**config.mk**
```make
export PLATFORM = sky130hd
export DESIGN_NAME = petersen_router_port_select_top
export DESIGN_NICKNAME = d
export VERILOG_FILES = /design/src/rtl/prps_pkg.sv /design/src/rtl/prps_cfg_regs.sv /design/src/rtl/prps_route.sv /design/src/rtl/petersen_router_port_select_top.sv
export SDC_FILE = /design/constraint.sdc
export NUM_CORES = 1
export LEC_CHECK = 0
export BUFFER_PORTS_ARGS = -buffer_cell sky130_fd_sc_hd__buf_2
export CORE_ASPECT_RATIO = 0.9
export CORE_MARGIN = 2
export CORE_UTILIZATION = 50
export CTS_CLUSTER_DIAMETER = 40
export DETAILED_ROUTE_END_ITERATION = 10
export PLACE_DENSITY = 0.67
export SYNTH_ARGS = -nofsm -noshare
export SYNTH_HDL_FRONTEND = slang
export SYNTH_HIERARCHICAL = 1
export SYNTH_SLANG_ARGS = --single-unit
```
**constraint.sdc**
```tcl
create_clock -name i_clk -period 10.2 [get_ports i_clk]
set_clock_uncertainty 0.05 [all_clocks]
set_input_delay 1.53 -clock i_clk [delete_from_list [all_inputs] [get_ports i_clk]]
set_output_delay 1.53 -clock i_clk [all_outputs]
set_load 0.005 [all_outputs]
```
**src/rtl/prps_pkg.sv**
```systemverilog
// ----------------------------------------------------------------------------
// Petersen router port select package
// Shared types, register indexes, mode codes and the routing tables.
// ----------------------------------------------------------------------------
`default_nettype none

package prps_pkg;

    // Routers in one subnet and local ports per router.
    localparam int unsigned ROUTERS       = 10;
    localparam int unsigned LINKS_PER_RTR = 3;
    localparam int unsigned DEF_PORT_COUNT = 16;

    // Configuration register indexes.
    localparam logic [2:0] REG_HOSTS      = 3'd0;
    localparam logic [2:0] REG_GPORTS     = 3'd1;
    localparam logic [2:0] REG_OWN_SUBNET = 3'd2;
    localparam logic [2:0] REG_OWN_ROUTER = 3'd3;
    localparam logic [2:0] REG_NET_MODE   = 3'd4;

    // Interconnect modes; the unused code behaves like single subnet.
    localparam logic [1:0] MODE_SINGLE = 2'd0;
    localparam logic [1:0] MODE_LITE   = 2'd1;
    localparam logic [1:0] MODE_NET    = 2'd2;

    // Configuration as seen by the route logic.
    typedef struct packed {
        logic [3:0] hosts;
        logic [1:0] gports;
        logic [3:0] own_subnet;
        logic [3:0] own_router;
        logic [1:0] net_mode;
    } t_cfg;

    // One header as it enters the route logic.
    typedef struct packed {
        logic [3:0] in_port;
        logic [3:0] in_channel;
        logic [3:0] dest_subnet;
        logic [3:0] dest_rtr;
        logic [2:0] dest_host;
    } t_hdr;

    // One routing decision.
    typedef struct packed {
        logic [3:0] out_port;
        logic [3:0] out_channel;
        logic       route_error;
    } t_result;

    // Minimal routing table: local port offset from router row to router column.
    localparam logic [1:0] ROUTE_ROM [0:9][0:9] = '{
        '{2'd0, 2'd0, 2'd0, 2'd1, 2'd1, 2'd2, 2'd0, 2'd2, 2'd2, 2'd1},
        '{2'd1, 2'd0, 2'd0, 2'd0, 2'd1, 2'd1, 2'd2, 2'd0, 2'd2, 2'd2},
        '{2'd1, 2'd1, 2'd0, 2'd0, 2'd0, 2'd2, 2'd1, 2'd2, 2'd0, 2'd2},
        '{2'd0, 2'd1, 2'd1, 2'd0, 2'd0, 2'd2, 2'd2, 2'd1, 2'd2, 2'd0},
        '{2'd0, 2'd0, 2'd1, 2'd1, 2'd0, 2'd0, 2'd2, 2'd2, 2'd1, 2'd2},
        '{2'd2, 2'd2, 2'd0, 2'd1, 2'd2, 2'd0, 2'd1, 2'd0, 2'd1, 2'd0},
        '{2'd2, 2'd2, 2'd2, 2'd0, 2'd1, 2'd0, 2'd0, 2'd1, 2'd0, 2'd1},
        '{2'd1, 2'd2, 2'd2, 2'd2, 2'd0, 2'd1, 2'd0, 2'd0, 2'd1, 2'd0},
        '{2'd0, 2'd1, 2'd2, 2'd2, 2'd2, 2'd0, 2'd1, 2'd0, 2'd0, 2'd1},
        '{2'd2, 2'd0, 2'd1, 2'd2, 2'd2, 2'd1, 2'd0, 2'd1, 2'd0, 2'd0}
    };

    // Neighbor table: the three routers next to each router of the subnet.
    localparam logic [3:0] NBR_ROM [0:9][0:2] = '{
        '{4'd1, 4'd4, 4'd5}, '{4'd2, 4'd0, 4'd6}, '{4'd3, 4'd1, 4'd7},
        '{4'd4, 4'd2, 4'd8}, '{4'd0, 4'd3, 4'd9}, '{4'd7, 4'd8, 4'd0},
        '{4'd8, 4'd9, 4'd1}, '{4'd9, 4'd5, 4'd2}, '{4'd5, 4'd6, 4'd3},
        '{4'd6, 4'd7, 4'd4}
    };

    // Table reads that return zero for a router index outside the subnet.
    function automatic logic [1:0] route_get(input logic [3:0] src, input logic [3:0] dst);
        logic [1:0] val;
        val = 2'd0;
        if ((src < 4'(ROUTERS)) && (dst < 4'(ROUTERS))) begin
            val = ROUTE_ROM[src][dst];
        end
        return val;
    endfunction

    function automatic logic [3:0] nbr_get(input logic [3:0] rtr, input logic [1:0] idx);
        logic [3:0] val;
        val = 4'd0;
        if ((rtr < 4'(ROUTERS)) && (idx < 2'(LINKS_PER_RTR))) begin
            val = NBR_ROM[rtr][idx];
        end
        return val;
    endfunction

endpackage

`default_nettype wire

```
**src/rtl/prps_cfg_regs.sv**
```systemverilog
// ----------------------------------------------------------------------------
// Petersen router port select configuration registers
// Holds the five setup registers written through the plain write port.
// ----------------------------------------------------------------------------
`default_nettype none

module prps_cfg_regs (
    input  wire logic         i_clk,
    input  wire logic         i_rst_n,
    input  wire logic         i_cfg_we,
    input  wire logic [2:0]   i_cfg_index,
    input  wire logic [3:0]   i_cfg_data,
    output prps_pkg::t_cfg    o_cfg
);
    import prps_pkg::*;

    t_cfg r_cfg;
    t_cfg n_cfg;

    // Decode the register index; writes past the last register are dropped.
    always_comb begin
        n_cfg = r_cfg;
        if (i_cfg_we) begin
            unique case (i_cfg_index)
                REG_HOSTS:      n_cfg.hosts      = i_cfg_data;
                REG_GPORTS:     n_cfg.gports     = i_cfg_data[1:0];
                REG_OWN_SUBNET: n_cfg.own_subnet = i_cfg_data;
                REG_OWN_ROUTER: n_cfg.own_router = i_cfg_data;
                REG_NET_MODE:   n_cfg.net_mode   = i_cfg_data[1:0];
                default:        n_cfg            = r_cfg;
            endcase
        end
    end

    always_ff @(posedge i_clk) begin
        if (!i_rst_n) begin
            r_cfg.hosts      <= 4'd1;
            r_cfg.gports     <= 2'd0;
            r_cfg.own_subnet <= 4'd0;
            r_cfg.own_router <= 4'd0;
            r_cfg.net_mode   <= MODE_SINGLE;
        end else begin
            r_cfg <= n_cfg;
        end
    end

    assign o_cfg = r_cfg;

endmodule

`default_nettype wire

```
**src/rtl/prps_route.sv**
```systemverilog
// ----------------------------------------------------------------------------
// Petersen router port select route logic
// Picks the output port and the new virtual channel for one header.
// ----------------------------------------------------------------------------
`default_nettype none

module prps_route #(
    parameter int unsigned PORT_COUNT = prps_pkg::DEF_PORT_COUNT
) (
    input  wire prps_pkg::t_cfg    i_cfg,
    input  wire prps_pkg::t_hdr    i_hdr,
    output prps_pkg::t_result      o_result
);
    import prps_pkg::*;

    logic [4:0] w_hosts;
    logic [4:0] w_global_base;
    logic [3:0] w_mid;
    logic [3:0] w_local_dst;
    logic       w_local_ok;
    logic [4:0] w_local_port;
    logic       w_adjacent;
    logic       w_found;
    logic [1:0] w_found_idx;
    logic [3:0] w_nb;
    logic [4:0] w_nb_sub;
    logic [4:0] w_port;
    logic       w_ok;

    assign w_hosts       = {1'b0, i_cfg.hosts};
    assign w_global_base = w_hosts + 5'(LINKS_PER_RTR);

    // Subnet index with our own subnet skipped, seen as a router of this subnet.
    assign w_mid = (i_hdr.dest_subnet < i_cfg.own_subnet) ? i_hdr.dest_subnet
                                                          : i_hdr.dest_subnet - 4'd1;

    // Local port lookup; the target is the destination router inside the
    // subnet, and the forwarding router otherwise.
    assign w_local_dst  = (i_hdr.dest_subnet == i_cfg.own_subnet) ? i_hdr.dest_rtr : w_mid;
    assign w_local_ok   = (i_cfg.own_router < 4'(ROUTERS)) && (w_local_dst < 4'(ROUTERS));
    assign w_local_port = w_hosts + {3'b0, route_get(i_cfg.own_router, w_local_dst)};

    // Our router is a neighbor of the forwarding router.
    assign w_adjacent = (i_cfg.own_router < 4'(ROUTERS)) && (w_mid < 4'(ROUTERS)) &&
                        ((nbr_get(w_mid, 2'd0) == i_cfg.own_router) ||
                         (nbr_get(w_mid, 2'd1) == i_cfg.own_router) ||
                         (nbr_get(w_mid, 2'd2) == i_cfg.own_router));

    // Search the global ports for the one whose neighbor subnet is the target.
    always_comb begin
        w_found     = 1'b0;
        w_found_idx = 2'd0;
        w_nb        = 4'd0;
        w_nb_sub    = 5'd0;
        for (int i = 0; i < 3; i++) begin
            w_nb     = nbr_get(i_cfg.own_router, 2'(i));
            w_nb_sub = {1'b0, w_nb} + {4'b0, (w_nb >= i_cfg.own_subnet)};
            if (!w_found && (2'(i) < i_cfg.gports) && (w_nb_sub == {1'b0, i_hdr.dest_subnet}))
            begin
                w_found     = 1'b1;
                w_found_idx = 2'(i);
            end
        end
    end

    // Port choice by case.
    always_comb begin
        w_port = 5'd0;
        w_ok   = 1'b1;
        if (i_hdr.dest_subnet != i_cfg.own_subnet) begin
            priority if (i_cfg.net_mode == MODE_LITE) begin
                if (w_mid == i_cfg.own_router) begin
                    w_port = w_global_base;
                end else begin
                    w_port = w_local_port;
                    w_ok   = w_local_ok;
                end
            end else if (i_cfg.net_mode == MODE_NET) begin
                if (w_mid == i_cfg.own_router) begin
                    w_port = w_hosts;
                end else if (w_adjacent) begin
                    w_port = w_global_base + {3'b0, w_found_idx};
                    w_ok   = w_found;
                end else begin
                    w_port = w_local_port;
                    w_ok   = w_local_ok;
                end
            end else begin
                w_ok = 1'b0;
            end
        end else if (i_hdr.dest_rtr != i_cfg.own_router) begin
            w_port = w_local_port;
            w_ok   = w_local_ok;
        end else begin
            w_port = {2'b0, i_hdr.dest_host};
        end
    end

    // Final port check and channel update on arrival from a global port.
    always_comb begin
        o_result.route_error = !(w_ok && (int'(w_port) < int'(PORT_COUNT)));
        o_result.out_port    = o_result.route_error ? 4'd0 : w_port[3:0];
        if (({1'b0, i_hdr.in_port} >= w_global_base) && (i_hdr.in_channel != 4'hF)) begin
            o_result.out_channel = i_hdr.in_channel + 4'd1;
        end else begin
            o_result.out_channel = i_hdr.in_channel;
        end
    end

endmodule

`default_nettype wire

```
**src/rtl/petersen_router_port_select_top.sv**
```systemverilog
// ----------------------------------------------------------------------------
// Petersen router port select top level
// Route stage for one router of a ten-router Petersen-graph subnet.
// ----------------------------------------------------------------------------
// The block takes one header beat per clock cycle while the result side is
// not stalled. The header is captured in an input register when it is
// accepted, the table lookups and compares run in one pass of logic, and the
// decision is loaded into an output register when that stage is free, and is
// shown on the result side from there. The two registers advance on their
// own, a full pipeline moves one beat every cycle while results are taken,
// and a stall on the result side backs up through the two stages before the
// header side sees ready drop. Configuration is to be written through the
// plain write port while the block is idle; the block does not enforce it.
`default_nettype none

module petersen_router_port_select_top #(
    parameter int unsigned PORT_COUNT = prps_pkg::DEF_PORT_COUNT
) (
    input  wire logic       i_clk,
    input  wire logic       i_rst_n,
    input  wire logic       i_cfg_we,
    input  wire logic [2:0] i_cfg_index,
    input  wire logic [3:0] i_cfg_data,
    input  wire logic       i_valid,
    output logic            o_ready,
    input  wire logic [3:0] i_in_port,
    input  wire logic [3:0] i_in_channel,
    input  wire logic [3:0] i_dest_subnet,
    input  wire logic [3:0] i_dest_router,
    input  wire logic [2:0] i_dest_host,
    output logic            o_valid,
    input  wire logic       i_ready,
    output logic [3:0]      o_next_port,
    output logic [3:0]      o_out_channel,
    output logic            o_route_error
);
    import prps_pkg::*;

    t_cfg    w_cfg;
    t_hdr    r_hdr;
    t_result w_result;
    t_result r_result;
    logic    r_in_valid;
    logic    r_out_valid;
    logic    w_out_free;
    logic    w_in_free;

    prps_cfg_regs u_cfg_regs (
        .i_clk       (i_clk),
        .i_rst_n     (i_rst_n),
        .i_cfg_we    (i_cfg_we),
        .i_cfg_index (i_cfg_index),
        .i_cfg_data  (i_cfg_data),
        .o_cfg       (w_cfg)
    );

    prps_route #(
        .PORT_COUNT (PORT_COUNT)
    ) u_route (
        .i_cfg    (w_cfg),
        .i_hdr    (r_hdr),
        .o_result (w_result)
    );

    // A stage can load when it is empty or its beat leaves this cycle.
    assign w_out_free = !r_out_valid || i_ready;
    assign w_in_free  = !r_in_valid || w_out_free;
    assign o_ready    = w_in_free;

    // Valid bits of the two stages.
    always_ff @(posedge i_clk) begin
        if (!i_rst_n) begin
            r_in_valid  <= 1'b0;
            r_out_valid <= 1'b0;
        end else begin
            if (w_in_free) begin
                r_in_valid <= i_valid;
            end
            if (w_out_free) begin
                r_out_valid <= r_in_valid;
            end
        end
    end

    // Header and result payload registers.
    always_ff @(posedge i_clk) begin
        if (w_in_free && i_valid) begin
            r_hdr.in_port     <= i_in_port;
            r_hdr.in_channel  <= i_in_channel;
            r_hdr.dest_subnet <= i_dest_subnet;
            r_hdr.dest_rtr    <= i_dest_router;
            r_hdr.dest_host   <= i_dest_host;
        end
        if (w_out_free && r_in_valid) begin
            r_result <= w_result;
        end
    end

    assign o_valid       = r_out_valid;
    assign o_next_port   = r_result.out_port;
    assign o_out_channel = r_result.out_channel;
    assign o_route_error = r_result.route_error;

endmodule

`default_nettype wire

```
**After elaboration in Yosys (flattened, before gate mapping)**

Memories as Yosys holds them, arrays and structs flattened.
Cells that the tools add are included.

- Memories: 3
- Output and inout bits: 11
- Memory bits (read-only): 704
- Bits of input ports: 31
- Register bits after elaboration: 46

- Equality and inequality tests: 17
- Magnitude comparators: 15
- Reduce and logical (&&, ||, !) cells: 27
- Bitwise operators: 3
- Multiplexer cells: 38
- $add $sub $neg: 8

Memories:

| memory | words | bits a word | read ports | clocked after memory_dff | write ports | line | RTL |
|---|---|---|---|---|---|---|---|
| (no name shown) | 16 | 20 | 1 | 0 | 0 | prps_pkg.sv:78 | `val = ROUTE_ROM[src][dst];` |
| (no name shown) | 16 | 12 | 1 | 0 | 0 | prps_pkg.sv:87 | `val = NBR_ROM[rtr][idx];` |
| (no name shown) | 16 | 12 | 1 | 0 | 0 | prps_pkg.sv:87 |  |

Operators with widths:

| cell | number |
|---|---|
| 12-bit 2-to-1 mux | 4 |
| 20-bit 2-to-1 mux | 2 |
| 4-bit 2-to-1 mux | 9 |
| 5-bit 2-to-1 mux | 7 |
| 4-bit equality test | 5 |
| 4-bit by 1-bit adder with 5-bit output | 3 |
| 5-bit by 4-bit equality test with 1-bit output | 3 |
| 5-bit >= comparator, second input constant | 3 |
| 4-bit NOT with 5-bit output | 3 |
| 4-bit >= comparator | 3 |
| 1-bit logical AND | 12 |
| 4-bit less-than comparator, second input constant | 3 |
| 1-bit 2-to-1 mux | 11 |
| 2-bit AND reduction | 5 |
| 2-bit binary-select mux with 4-bit select | 1 |
| 2-bit 2-to-1 mux | 4 |
| 4-bit != test | 2 |
| 3-bit by 2-bit equality test with 1-bit output, second input constant | 2 |
| 4-bit by 2-bit adder with 5-bit output | 1 |
| 4-bit by 2-bit adder with 5-bit output, second input constant | 1 |
| 5-bit by 2-bit adder with 5-bit output | 1 |
| 4-bit by 5-bit >= comparator with 1-bit output | 1 |
| 1-bit zero test | 5 |
| 5-bit less-than comparator, second input constant | 1 |
| other kinds (12) | 16 |

**Depth between registers and ports, before layout**

- Depth after elaboration: 27
- Mapped depth: 27
- Depth with buffers taken out: 25

**Cells and area by module**

The synthesis kept the hierarchy.

Modules (own cells, without submodules):

| module | area each (um2) | cells an instance | instances |
|---|---|---|---|
| prps_route | 3,412.0 | 499 | 1 |
| petersen_router_port_select_top | 944.7 | 37 | 1 |
| prps_cfg_regs | 645.6 | 61 | 1 |

**Least setup slack after synthesis**

OpenSTA, ideal clock, no wires.

- Path type: reg-to-reg
- Start point: register u_cfg_regs.r_cfg, in the netlist u_cfg_regs/o_cfg[4]
- End point: register r_result, in the netlist o_route_error, data pin
- Path slack: 4,775 ps
- Cell stages (with the launch flop): 27
- Buffers on the path: 4
- Data required time: 9,895 ps
- Arrival: 5,120 ps
- Period minus slack after synthesis: 5,425 ps
- Path through: dfxtp_1 -> buf_2 -> buf_1 -> clkbuf_1 -> buf_1 -> xnor2_1 -> nand2_1 -> ha_1 -> nand2b_1 -> a21oi_1 -> nor2b_1 -> o21ai_0 -> nand2b_1 -> ha_1 -> ha_1 -> a221oi_1 -> o21a_1 -> inv_1 -> o41a_1 -> and2_1 -> fa_1 -> a31oi_1 -> nand2_1 -> a22oi_1 -> or3_1 -> o2111ai_2 -> and2_1

RTL lines:

| what | line | RTL |
|---|---|---|
| start: declaration | prps_cfg_regs.sv:17 | `t_cfg r_cfg;` |
| start signal: assignment | prps_cfg_regs.sv:43 | `r_cfg <= n_cfg;` |
| end signal: assignment | petersen_router_port_select_top.sv:95 | `r_result <= w_result;` |
| end: declaration | petersen_router_port_select_top.sv:42 | `t_result r_result;` |

**Final worst setup path**

- Start point: register u_cfg_regs.r_cfg, in the netlist u_cfg_regs/o_cfg[3]
- End point: register r_result, in the netlist o_next_port[3], data pin

- Cells in the longest elaborated chain, start to end: 26
- Elaborated cells between the ends (all ways): 64
- Classes of those cells: add/sub (5); order compare (5); eq/ne (8); mux (30); bitwise (1); reduce/logical (13); memory (2)

RTL lines:

| what | line | RTL |
|---|---|---|
| 4-bit NOT with 5-bit output (implied by the code) | prps_pkg.sv:78, prps_pkg.sv:87 |  |
| memory 16 x 12 bit | -- |  |
| 12-bit 2-to-1 mux (implied by the code) (2 in a row) | prps_pkg.sv:87 |  |
| 4-bit 2-to-1 mux | prps_pkg.sv:86 | `if ((rtr < 4'(ROUTERS)) && (idx < 2'(LINKS_PER_RTR))) begin` |
| 4-bit >= comparator | prps_route.sv:57 | `w_nb_sub = {1'b0, w_nb} + {4'b0, (w_nb >= i_cfg.own_subnet)};` |
| 4-bit by 1-bit adder with 5-bit output | prps_route.sv:57 |  |
| 5-bit by 4-bit equality test with 1-bit output | prps_route.sv:58 | `if (!w_found && (2'(i) < i_cfg.gports) && (w_nb_sub == {1'b0, i_hdr.dest_subnet}))` |
| 1-bit logical AND | prps_route.sv:58 |  |
| [9 not listed] | -- |  |
| 5-bit by 2-bit adder with 5-bit output | prps_route.sv:82 | `w_port = w_global_base + {3'b0, w_found_idx};` |
| 5-bit 2-to-1 mux | prps_route.sv:81 | `end else if (w_adjacent) begin` |
| 5-bit 2-to-1 mux | prps_route.sv:79 | `if (w_mid == i_cfg.own_router) begin` |
| 5-bit 2-to-1 mux | prps_route.sv:78 | `end else if (i_cfg.net_mode == MODE_NET) begin` |
| 5-bit 2-to-1 mux | prps_route.sv:71 | `priority if (i_cfg.net_mode == MODE_LITE) begin` |
| 5-bit 2-to-1 mux | prps_route.sv:70 | `if (i_hdr.dest_subnet != i_cfg.own_subnet) begin` |
| 5-bit less-than comparator | prps_route.sv:101 | `o_result.route_error = !(w_ok && (int'(w_port) < int'(PORT_COUNT)));` |
| 1-bit logical AND | prps_route.sv:101 |  |

Several ways; a longest one is shown, not always the timed one. The select of a mux whose other input is x is not followed.
A chain may end at the register's enable or synchronous reset.

==> reports/metrics.csv <==
stage,metric,value,unit
run_status,status,"finished, final reports clean",
sta,final_hold_viol_count,0,
clock_network,cts.sinks,46,
synthesis,ys_top_cells_by_count,"nand2_1 (66), ha_1 (45), a21oi_1 (34), nor2_1 (31), o21ai_0 (30)",
floorplan,core_area,9700,um^2
synthesis,synth.area.top_cells,"edfxtp_1 (17%), ha_1 (11%), dfxtp_1 (7.2%)",
synthesis,yosysMostFrequentCell,nand2_1,
clock_network,cts_tree,built,
placement,io_buffers,41,
sta,rsz0062_at_grt,false,
critical_path,required,10.19,ns
grt,antenna_found_initial,0,
critical_path,cp-end-kind,flop,
sta,final_max_slew_viol_count,0,
critical_path,cp_common_cell,ha_1,
pwr,vdd_drop_max,0.0000631,V
routing,wl,13900,um
synthesis,synth_nets,675,
sta,relSlewSlack,0.303,
synthesis,ys_seq_area_frac,0.240,
routing,ant_nets,0,
synthesis,postSynthAreaPerCell,8.38,um^2
synthesis,yosys.area.top_type_share,0.168,
critical_path,critPathMaxFanout,21,
routing,vias,4798,
routing,firstDrtPassIters,6,
routing,post_drt_wl_per_cell,18.6,um
pwr,p_per_area,99.7,nW/um^2
critical_path,worstSetupPathType,flop to flop,
floorplan,io_pins,42,
sta,setup_viol,0,
cells_and_area,seq_area,1200,um^2
pwr,total_power,0.000533,W
placement,hpwl,10300,um
floorplan,fp-row-count,34,
synthesis,synth_cell_types,85,
critical_path,r2r_slack,3.40,ns
floorplan,die_h,98.9,um
grt,grt_pass1_vias,4434,
critical_path,worstSetupStartpointType,flop,
synthesis,synthArstFlopShare,0,
grt,grt_max_degree,38,
clock_network,hold_buffers,0,
clock_network,cts.clk_slew.worst_paths,0.09,ns
placement,post_dp_cell_area,5260,um^2
critical_path,cp_cell_sequence,"clkinv_1, ha_1, a22oi_1, o21ai_0, ha_1, a21oi_1, nor2b_1, o21ai_0, nand2b_1, ha_1, ha_1, xnor2_1, nand4_1, a2111oi_0, and2_1, ha_1, a21oi_1, nor2_1, xor2_1, nor3_1, o311ai_0, a22oi_1",
cells_and_area,drive_gt1_frac,0.139,
floorplan,start_util,0.516,
synthesis,ys.flop_type,edfxtp_1,
synthesis,synth_area,5000,um^2
critical_path,crit_buf_inv,1,
cells_and_area,final_area,5350,um^2
cells_and_area,fill_cells,907,
critical_path,arrival,6.79,ns
sta,min_period,6.80,ns
sta,finalSetupTns,0,ns
grt,grt_pass1_wl,22500,um
synthesis,synth_edf_count,28,
cells_and_area,n_antenna_cell,0,
clock_network,cts_max_path_buffers,2,
clock_network,htreeDepth,2,
floorplan,die_w,109,um
cells_and_area,multiInputGateArea,3540,um^2
synthesis,ys_seq_elements,46,
clock_network,ctsRootBufferMaster,clkbuf_8,
placement,dp_cells,737,
synthesis,synth_top_cell_by_area,edfxtp_1,
worst_hold_path,min_path_type,flop to flop,
routing,drc_errors,0,
synthesis,syn_inst,597,
cells_and_area,fin_nets,696,
sta,fmax,147,MHz
placement,place.gp.congestion,0.997,
cells_and_area,layout.cells.non_filler,745,
clock_network,clk_latency,0.31,ns
critical_path,slowest_delay,0.87,ns
floorplan,dieArea,10800,um^2
grt,track_usage,0.261,
pwr,p_leak,2.11,nW
critical_path,crit_family,compound AO/OA/AOI/OAI gates,
sta,tightestPinTransition,1.02,ns
clock_network,post_cts_resized,0,
grt,overflow,0,
job,max_cap_viol_count,0,
cells_and_area,areaGrowthSynthToFinish,6.85,%
clock_network,cts_buffers,5,
synthesis,yosys_warnings,6,
critical_path,slowest_stage,a2111oi_0,
routing,drt_iter0_markers,433,
routing,via_per_inst,6.44,
sta,post-route-period-util,0.667,
clock_network,postCtsSetupBuffers,0,
==> power by group <==
part / total (W) / internal, W / switching (W)
combinational: 0.000201 / 0.0000805 / 0.000121
sequential: 0.000216 / 0.000206 / 0.00000995
clock: 0.000116 / 0.0000485 / 0.0000671
total: 0.000533 / 0.000335 / 0.000198
==> cell usage in the layout (no fill, tap or decap), drive strengths merged, types with 10 or more instances in the layout <==
master	netlist	final
ha	45	45
dfxtp	18	18
nand2b	14	14
edfxtp	28	28
nand3	16	16
xnor2	29	29
nor3	16	16
nor2b	14	14
o2111ai	10	10
inv	27	28
nand2	68	68
buf	17	46
o21ai	35	35
mux2i	22	22
nor2	34	34
a21oi	36	36
==> stage by stage <==
stage	util	setup slack (ns)	hold slack [ns]
3_5_place_dp	0.542	3.59	0.407
6_report	0.551	3.40	0.424
5_1_grt	0.551	2.94	0.434
2_1_floorplan	-	4.78	0.385
4_1_cts	0.551	3.57	0.423
3_3_place_gp	0.542	3.75	0.398
==> routing by layer <==
layer | up-vias | GRT usage | routed length (um)
li1 | 2282 | - | -
met1 | 2265 | 0.394 | 6470
met2 | 226 | 0.382 | 6050
met3 | 25 | 0.0443 | 1140
met4 | 0 | 0.0691 | 239
met5 | - | 0 | 0
==> path summary, 6_finish.rpt <==
kind	startpoint	endpoint	cells past startpoint
worst min-delay path	u_cfg_regs/o_cfg[8]	u_cfg_regs/o_cfg[8]	2
worst max-delay path	u_cfg_regs/o_cfg[3]	o_next_port[3]	22
worst max register to register	u_cfg_regs/o_cfg[3]	o_next_port[3]	22
worst min register to register	u_cfg_regs/o_cfg[8]	u_cfg_regs/o_cfg[8]	2
==> cells by family after synthesis <==
group	count (synthesis)	share of synthesized area
simple gates	206	0.222
buf+inv	62	0.0525
fa+ha+maj	47	0.121
flops	46	0.240
xor+xnor	36	0.0630
compound gates	176	0.253
mux	24	0.0493
==> worst reg2reg max path, stage by stage, from the launching register on <==
cell	delay (ns)
dfxtp_1	0.86
clkinv_1	0.56
ha_1	0.58
a22oi_1	0.12
o21ai_0	0.48
ha_1	0.33
a21oi_1	0.13
nor2b_1	0.05
o21ai_0	0.16
nand2b_1	0.08
ha_1	0.20
ha_1	0.29
xnor2_1	0.15
nand4_1	0.10
a2111oi_0	0.87
and2_1	0.30
ha_1	0.24
a21oi_1	0.14
nor2_1	0.06
xor2_1	0.14
nor3_1	0.06
o311ai_0	0.44
a22oi_1	0.14
==> sequential cells by signal (all words and copies together), names as in the netlist <==
signal,flops
o_next_port,4
o_out_channel,4
o_route_error,1
o_valid,1
r_hdr,19
r_in_valid,1
u_cfg_regs/o_cfg,16
==> cell type report <==
type                            count  area share
Timing Repair Buffer               46      0.0454
Clock inverter                      3     0.00375
Clock buffer                        5      0.0129
Sequential cell                    46       0.225
Tap cell                          126      0.0295
Multi-Input combinational cell    489       0.663
Inverter                           30      0.0211
Power figures use the tool's default switching activity.
